===== config.mk =====
export PLATFORM = sky130hd
export DESIGN_NAME = serial_frame_deframer_unit
export DESIGN_NICKNAME = d
export VERILOG_FILES = /design/src/hdl/sfd_pkg.sv /design/src/hdl/serial_frame_deframer_unit.sv
export SDC_FILE = /design/constraint.sdc
export NUM_CORES = 1
export LEC_CHECK = 0
export BUFFER_PORTS_ARGS = -buffer_cell sky130_fd_sc_hd__buf_2
export CORE_MARGIN = 4
export CORE_UTILIZATION = 29
export DETAILED_ROUTE_END_ITERATION = 8
export HOLD_SLACK_MARGIN = 0.12
export MAX_ROUTING_LAYER = met4
export PLACE_DENSITY = 0.49
export SLEW_MARGIN = 5
export SYNTH_ARGS = -nofsm -noshare
export SYNTH_HDL_FRONTEND = slang
export SYNTH_SLANG_ARGS = --single-unit

===== constraint.sdc =====
create_clock -name clk -period 3.7 [get_ports clk]
set_input_delay 0.74 -clock clk [delete_from_list [all_inputs] [get_ports clk]]
set_output_delay 0.74 -clock clk [all_outputs]
set_load 0.03 [all_outputs]

===== src/hdl/sfd_pkg.sv =====
// Package for the serial frame deframer: frame phases, event and error codes,
// register indexes and reset values. Depends on nothing else.
`timescale 1ns / 1ps
`default_nettype none

package sfd_pkg;

	localparam int unsigned BYTE_W   = 8;
	localparam int unsigned LEN_W    = 16;
	localparam int unsigned REG_IDX_W = 3;
	localparam int unsigned NUM_REGS = 7;

	// Fixed frame overhead counted in the length field.
	localparam logic [LEN_W-1:0] HEADER_BYTES = 16'd8;
	localparam logic [BYTE_W-1:0] SEED_RESET  = 8'h73;

	typedef enum logic [REG_IDX_W-1:0] {
		REG_START_FIRST  = 3'd0,
		REG_START_SECOND = 3'd1,
		REG_OWN_ID       = 3'd2,
		REG_CMD_INFO     = 3'd3,
		REG_CMD_CONTROL  = 3'd4,
		REG_END_BYTE     = 3'd5,
		REG_SEED         = 3'd6
	} reg_idx_t;

	typedef enum logic [1:0] {
		EV_NONE    = 2'd0,
		EV_PAYLOAD = 2'd1,
		EV_GOOD    = 2'd2,
		EV_ERROR   = 2'd3
	} event_t;

	typedef enum logic [2:0] {
		ERR_NONE     = 3'd0,
		ERR_START1   = 3'd1,
		ERR_START2   = 3'd2,
		ERR_TARGET   = 3'd3,
		ERR_CHECKSUM = 3'd4,
		ERR_END      = 3'd5,
		ERR_COMMAND  = 3'd6
	} err_t;

	typedef enum logic [10:0] {
		PH_START1  = 11'b000_0000_0001,
		PH_START2  = 11'b000_0000_0010,
		PH_TARGET  = 11'b000_0000_0100,
		PH_SOURCE  = 11'b000_0000_1000,
		PH_LEN_HI  = 11'b000_0001_0000,
		PH_LEN_LO  = 11'b000_0010_0000,
		PH_COMMAND = 11'b000_0100_0000,
		PH_PAYLOAD = 11'b000_1000_0000,
		PH_CHECK   = 11'b001_0000_0000,
		PH_END     = 11'b010_0000_0000,
		PH_BADCMD  = 11'b100_0000_0000
	} phase_t;

endpackage

`default_nettype wire


===== src/hdl/serial_frame_deframer_unit.sv =====
// Top level of the serial frame deframer: input register, frame parser and
// result register in one module. Depends on sfd_pkg.
//
//  channel | direction | handshake            | payload
//  --------+-----------+----------------------+----------------------------------
//  in      | into      | in_valid / in_stall  | rx_byte
//  out     | out of    | out_valid / out_stall| event_kind, payload_byte,
//          |           |                      | payload_index, command_kind,
//          |           |                      | source_node, error_kind
//  cfg     | into      | cfg_valid / cfg_ready| cfg_index, cfg_data
//
// Every accepted byte gives exactly one result item: it is held in the input
// register, then passes through the parser into the result register.
// One byte per cycle is sustained while the output does not stall; the frame
// state registers close their loops through combinational logic only.
// Reset clears the phase, the running sum and the frame fields, and returns the
// settings to their reset values, with the checksum seed at 0x73.
// A stall on the output holds the result register and a full input register;
// in_stall is raised only while the input register is full and cannot drain.
`timescale 1ns / 1ps
`default_nettype none

module serial_frame_deframer_unit
	import sfd_pkg::*;
(
	input  wire logic                 clk,
	input  wire logic                 arst_n,

	input  wire logic                 in_valid,
	output      logic                 in_stall,
	input  wire logic [BYTE_W-1:0]    rx_byte,

	output      logic                 out_valid,
	input  wire logic                 out_stall,
	output      logic [1:0]           event_kind,
	output      logic [BYTE_W-1:0]    payload_byte,
	output      logic [LEN_W-1:0]     payload_index,
	output      logic                 command_kind,
	output      logic [BYTE_W-1:0]    source_node,
	output      logic [2:0]           error_kind,

	input  wire logic                 cfg_valid,
	output      logic                 cfg_ready,
	input  wire logic [REG_IDX_W-1:0] cfg_index,
	input  wire logic [BYTE_W-1:0]    cfg_data
);

	// Configuration registers.
	logic [BYTE_W-1:0] start_first_q, start_second_q, own_id_q;
	logic [BYTE_W-1:0] cmd_info_q, cmd_control_q, end_byte_q, seed_q;

	// Input register.
	logic              valid_s1;
	logic [BYTE_W-1:0] byte_s1;

	// Frame state.
	phase_t            phase_q, phase_d;
	logic [BYTE_W-1:0] sum_q, sum_d;
	logic [LEN_W-1:0]  length_q, length_d;
	logic [LEN_W-1:0]  count_q, count_d;
	logic [BYTE_W-1:0] sender_q, sender_d;
	logic              command_q, command_d;

	// Result register.
	logic              out_valid_q;
	event_t            event_q, event_d;
	logic [BYTE_W-1:0] pbyte_q, pbyte_d;
	logic [LEN_W-1:0]  pindex_q, pindex_d;
	logic              ckind_q, ckind_d;
	logic [BYTE_W-1:0] source_q, source_d;
	err_t              err_q, err_d;

	logic              out_free, advance;
	logic [LEN_W-1:0]  count_inc, length_less;
	logic              last_payload;

	assign out_free = !out_valid_q || !out_stall;
	assign advance  = valid_s1 && out_free;
	assign in_stall = valid_s1 && !out_free;
	assign cfg_ready = 1'b1;

	always_ff @(posedge clk or negedge arst_n) begin
		if (!arst_n) begin
			start_first_q  <= '0;
			start_second_q <= '0;
			own_id_q       <= '0;
			cmd_info_q     <= '0;
			cmd_control_q  <= '0;
			end_byte_q     <= '0;
			seed_q         <= SEED_RESET;
		end else if (cfg_valid) begin
			case (cfg_index)
				REG_START_FIRST:  start_first_q  <= cfg_data;
				REG_START_SECOND: start_second_q <= cfg_data;
				REG_OWN_ID:       own_id_q       <= cfg_data;
				REG_CMD_INFO:     cmd_info_q     <= cfg_data;
				REG_CMD_CONTROL:  cmd_control_q  <= cfg_data;
				REG_END_BYTE:     end_byte_q     <= cfg_data;
				REG_SEED:         seed_q         <= cfg_data;
				default: ;
			endcase
		end
	end

	always_ff @(posedge clk or negedge arst_n) begin
		if (!arst_n) begin
			valid_s1 <= 1'b0;
		end else if (!in_stall) begin
			valid_s1 <= in_valid;
		end
	end

	always_ff @(posedge clk) begin
		if (!in_stall && in_valid) begin
			byte_s1 <= rx_byte;
		end
	end

	assign count_inc   = count_q + 16'd1;
	assign length_less = length_q - HEADER_BYTES;
	// The payload ends once the count reaches length minus eight; shorter
	// lengths still carry one byte.
	assign last_payload = (length_q < HEADER_BYTES) || (length_less <= count_inc);

	always_comb begin
		phase_d   = phase_q;
		sum_d     = sum_q;
		length_d  = length_q;
		count_d   = count_q;
		sender_d  = sender_q;
		command_d = command_q;
		event_d   = EV_NONE;
		pbyte_d   = '0;
		pindex_d  = '0;
		err_d     = ERR_NONE;

		case (phase_q)
			PH_START1: begin
				if (byte_s1 == start_first_q) phase_d = PH_START2;
				else err_d = ERR_START1;
			end
			PH_START2: begin
				if (byte_s1 == start_second_q) phase_d = PH_TARGET;
				else err_d = ERR_START2;
			end
			PH_TARGET: begin
				if (byte_s1 == own_id_q) phase_d = PH_SOURCE;
				else err_d = ERR_TARGET;
			end
			PH_SOURCE: begin
				sender_d = byte_s1;
				phase_d  = PH_LEN_HI;
			end
			PH_LEN_HI: begin
				length_d = {byte_s1, 8'h00};
				sum_d    = seed_q + own_id_q + sender_q + byte_s1;
				phase_d  = PH_LEN_LO;
			end
			PH_LEN_LO: begin
				length_d = {length_q[LEN_W-1:BYTE_W], byte_s1};
				sum_d    = sum_q + byte_s1;
				phase_d  = PH_COMMAND;
			end
			PH_COMMAND: begin
				sum_d   = sum_q + byte_s1;
				count_d = '0;
				if (byte_s1 == cmd_info_q) begin
					command_d = 1'b0;
					phase_d   = PH_PAYLOAD;
				end else if (byte_s1 == cmd_control_q) begin
					command_d = 1'b1;
					phase_d   = PH_PAYLOAD;
				end else begin
					phase_d = PH_BADCMD;
				end
			end
			PH_PAYLOAD: begin
				sum_d    = sum_q + byte_s1;
				count_d  = count_inc;
				event_d  = EV_PAYLOAD;
				pbyte_d  = byte_s1;
				pindex_d = count_q;
				if (last_payload) phase_d = PH_CHECK;
			end
			PH_CHECK: begin
				if (byte_s1 == sum_q) phase_d = PH_END;
				else err_d = ERR_CHECKSUM;
			end
			PH_END: begin
				if (byte_s1 == end_byte_q) begin
					phase_d  = PH_START1;
					event_d  = EV_GOOD;
					pindex_d = count_q;
				end else begin
					err_d = ERR_END;
				end
			end
			default: begin
				err_d = ERR_COMMAND;
			end
		endcase

		if (err_d != ERR_NONE) begin
			phase_d = PH_START1;
			event_d = EV_ERROR;
		end

		// Frame fields are shown only with payload and frame-good items.
		if (event_d == EV_PAYLOAD || event_d == EV_GOOD) begin
			ckind_d  = command_d;
			source_d = sender_d;
		end else begin
			ckind_d  = 1'b0;
			source_d = '0;
		end
	end

	always_ff @(posedge clk or negedge arst_n) begin
		if (!arst_n) begin
			phase_q   <= PH_START1;
			sum_q     <= '0;
			length_q  <= '0;
			count_q   <= '0;
			sender_q  <= '0;
			command_q <= 1'b0;
		end else if (advance) begin
			phase_q   <= phase_d;
			sum_q     <= sum_d;
			length_q  <= length_d;
			count_q   <= count_d;
			sender_q  <= sender_d;
			command_q <= command_d;
		end
	end

	always_ff @(posedge clk or negedge arst_n) begin
		if (!arst_n) begin
			out_valid_q <= 1'b0;
		end else if (out_free) begin
			out_valid_q <= valid_s1;
		end
	end

	always_ff @(posedge clk) begin
		if (advance) begin
			event_q  <= event_d;
			pbyte_q  <= pbyte_d;
			pindex_q <= pindex_d;
			ckind_q  <= ckind_d;
			source_q <= source_d;
			err_q    <= err_d;
		end
	end

	assign out_valid     = out_valid_q;
	assign event_kind    = event_q;
	assign payload_byte  = pbyte_q;
	assign payload_index = pindex_q;
	assign command_kind  = ckind_q;
	assign source_node   = source_q;
	assign error_kind    = err_q;

endmodule

`default_nettype wire

==> out/results.txt <==
CP required -> 4010 ps
drt pass-1 iters -> 4
Clock Latency Late Sink -> 440 ps
initial core utilization -> 0.296
ys async rst share -> 0.720
Final Skew -> 14.2 ps
CTS Buf Count -> 17
Residual DRC -> 0
Highest Clock Rate -> 279 MHz
row cnt -> 63
Design Area, Final -> 10300 um2
Mapped Area -> 8810 um2
crit end category -> flop
Total Routing Usage GR -> 0.138
worst slew pin tran -> 666 ps
largest net degree at the start of global routing -> 79
Seq cells post-synth -> 164
outcome -> finished, final reports clean
H-tree depth -> 4
Starting DRT DRC Count -> 252
max cap viols -> 0
clk buf depth -> 2
initial antenna violation count -> 0
final worst-path cycle share -> 0.968
detailed-route wire length -> 21700 um
Post-synth EDFFs -> 46
startpoint class of the critical path -> flop
max-slew violations -> 0
die footprint -> 33200 um2
cells after synthesis -> 767
Layout Nets -> 919
I/O Buffers -> 63
kind of critical path -> reg -> reg
routed len/inst -> 17.4 um
remaining antenna violation count -> 0
unrepaired setup endpoints after global routing -> false
Top FF cell, synth -> dfrtp_1
Reg clk slew, reported paths -> 70 ps
final setup violating endpoints -> 0
dpl hpwl -> 15400 um
Placed Cells -> 1219
pwr/cell area -> 496 nW/um2
CTS tree -> built
gr ovfl total -> 0
via density per instance -> 4.77
Die Wd -> 182 um
share of layout cells above drive strength 1 -> 0.246
Syn. warnings -> 0
CTS root buffer -> clkbuf_16
maximum VDD drop -> 0.302 mV
critical path fanouts, max -> 9
clock period minus worst slack -> 3580 ps
CORE AREA -> 29800 um2
Clock Sinks -> 164
area grow syn2layout -> 16.9%
first-pass GRT wire length -> 34800 um
fin cells -> 1251
antenna diode count -> 0
P_leak -> 0.00438 uW
Final Hold Viols -> 0
total I/O pin count -> 65
Mapped Nets -> 838
Filler cells -> 3061
register area share after synthesis -> 0.493
average size of a mapped cell -> 11.5 um2
Synth cell types -> 57
die height -> 182 um
Max-slew headroom -> 0.556
gpl congestion -> 0.829
vias -> 5969
HP Class -> in -> async
vias in the first global route -> 6113
buffer count from post-CTS setup fixing -> 0
dpl cell area -> 9720 um2
crit path DAT -> 3890 ps
Final TNS setup -> 0 ps
critical path, cell delays in order, from the launching register on:
cell and delay, ps:
dfrtp_1 420, and3_4 220, and3_1 200, and3_1 180, and3_1 230, and3_1 230, xnor2_1 160, ha_1 300
nand4_1 140, or4_1 450, a31oi_2 200, a31oi_2 80, or2_4 330, mux2_4 320
synthesized netlist by cell type (2+ instances only):
cell type	instances	area, um2
o21ai_1	9	45.0
a21o_1	4	30.0
edfxtp_1	46	1380
o31ai_1	6	45.0
nand4b_1	4	35.0
or3_1	4	25.0
nor2_1	49	184
ha_1	32	400
mux2_4	7	105
xnor2_1	50	438
clkbuf_1	23	86.3
o22ai_1	2	12.5
a211oi_1	3	22.5
inv_1	19	71.3
xor2_1	38	333
a22o_1	9	78.8
dfrtp_1	112	2800
and3_1	13	81.3
a21oi_1	21	105
nand3b_1	3	22.5
dfstp_2	6	158
o21bai_1	5	37.5
or4_1	3	22.5
buf_2	4	20.0
nor3b_1	3	22.5
nor2b_1	5	31.3
mux2_2	64	721
nand2_1	48	180
nor4_1	11	68.8
a211o_1	2	17.5
nor3_1	14	70.1
or2_1	2	12.5
nand4_1	10	62.6
a31oi_1	4	25.0
nand3_1	16	80.1
nand2b_1	10	62.6
fa_1	15	300
o211ai_1	2	15.0
o21ai_0	38	190
o2111ai_1	2	17.5
and2_1	25	156
mux2i_1	9	90.1
placed cells by master (no fill, tap or decap), drive strengths merged, types with 24 or more instances in the layout:
cell type / count
o21ai: 47
buf: 92
edfxtp: 46
nand2: 49
mux2: 72
xor2: 38
inv: 24
nor2: 49
dfrtp: 112
ha: 32
xnor2: 50
and2: 25
worst paths after layout:
check	start	endpoint	slack (ps)	cells after the start
max	count_q[0]	sender_q[4]	120	13
max in group asynchronous	arst_n	seed_q[0]	2550	2
min reg2reg	valid_s1	out_valid	490	1
min	arst_n	start_second_q[2]	290	1
max reg2reg	count_q[0]	sender_q[4]	120	13
min in group clk	rx_byte[3]	byte_s1[3]	470	1
logic make-up (layout without fill, tap and decap cells):
group / count (synthesis) / count (layout) / share of synthesized area
DFF: 164 / 164 / 0.493
AOI/OAI and AO/OA: 112 / 112 / 0.0778
buffers and inverters: 49 / 143 / 0.0229
adders and majority gates: 47 / 47 / 0.0795
and+or+nand+nor: 225 / 225 / 0.134
muxes: 81 / 81 / 0.105
other: 1 / 1 / 0.000426
xor gates and xnor gates: 88 / 88 / 0.0875
sequential cells by signal, summed over array words and instances (netlist names), 11 cells and up:
signal / flops
count_q: 16
length_q: 16
payload_index: 16
phase_q: 11
layout make-up:
class | instances | area (um2) | share of cell area
Clock buffer | 19 | 443 | 0.0430
Clock inverter | 13 | 116 | 0.0113
Inverter | 19 | 71.3 | 0.00692
Multi-Input combinational cell | 554 | 4290 | 0.417
Sequential cell | 164 | 4340 | 0.421
Tap cell | 390 | 488 | 0.0474
Timing Repair Buffer | 92 | 548 | 0.0532
where the power goes:
| part | switching (uW) | internal (uW) | total, uW |
|---|---|---|---|
| Combinational | 648 | 522 | 1170 |
| Sequential | 153 | 2090 | 2240 |
| Clock | 803 | 900 | 1700 |
| Total | 1600 | 3510 | 5110 |
repair_timing:
item / CTS / global route
resized for setup: 2 / 6
hold buffers: 0 / 0
endpoints found under the setup margin: 7 / 11
cloned: 0 / 0
pin swaps: 0 / 0
per-layer routing:
layer / routed length (um) / global-route usage / vias to the layer above
met1: 10100 / 0.175 / 2980
met4: 327 / 0.0336 / 0
met3: 527 / 0.0269 / 20
met2: 10700 / 0.230 / 84
li1: - / - / 2885
met5: 0 / - / -
through the flow:
step	setup WS [ps]	hold WS, ps	power [uW]	utilization
global placement	65.2	467	3450	0.326
detailed placement	-14.6	480	3460	0.326
finish	119	286	5110	0.346
CTS	93.7	304	5180	0.345
global route	15.7	325	5430	0.346
floorplan	257	444	3120	-
(Power assumes the default switching activity.)
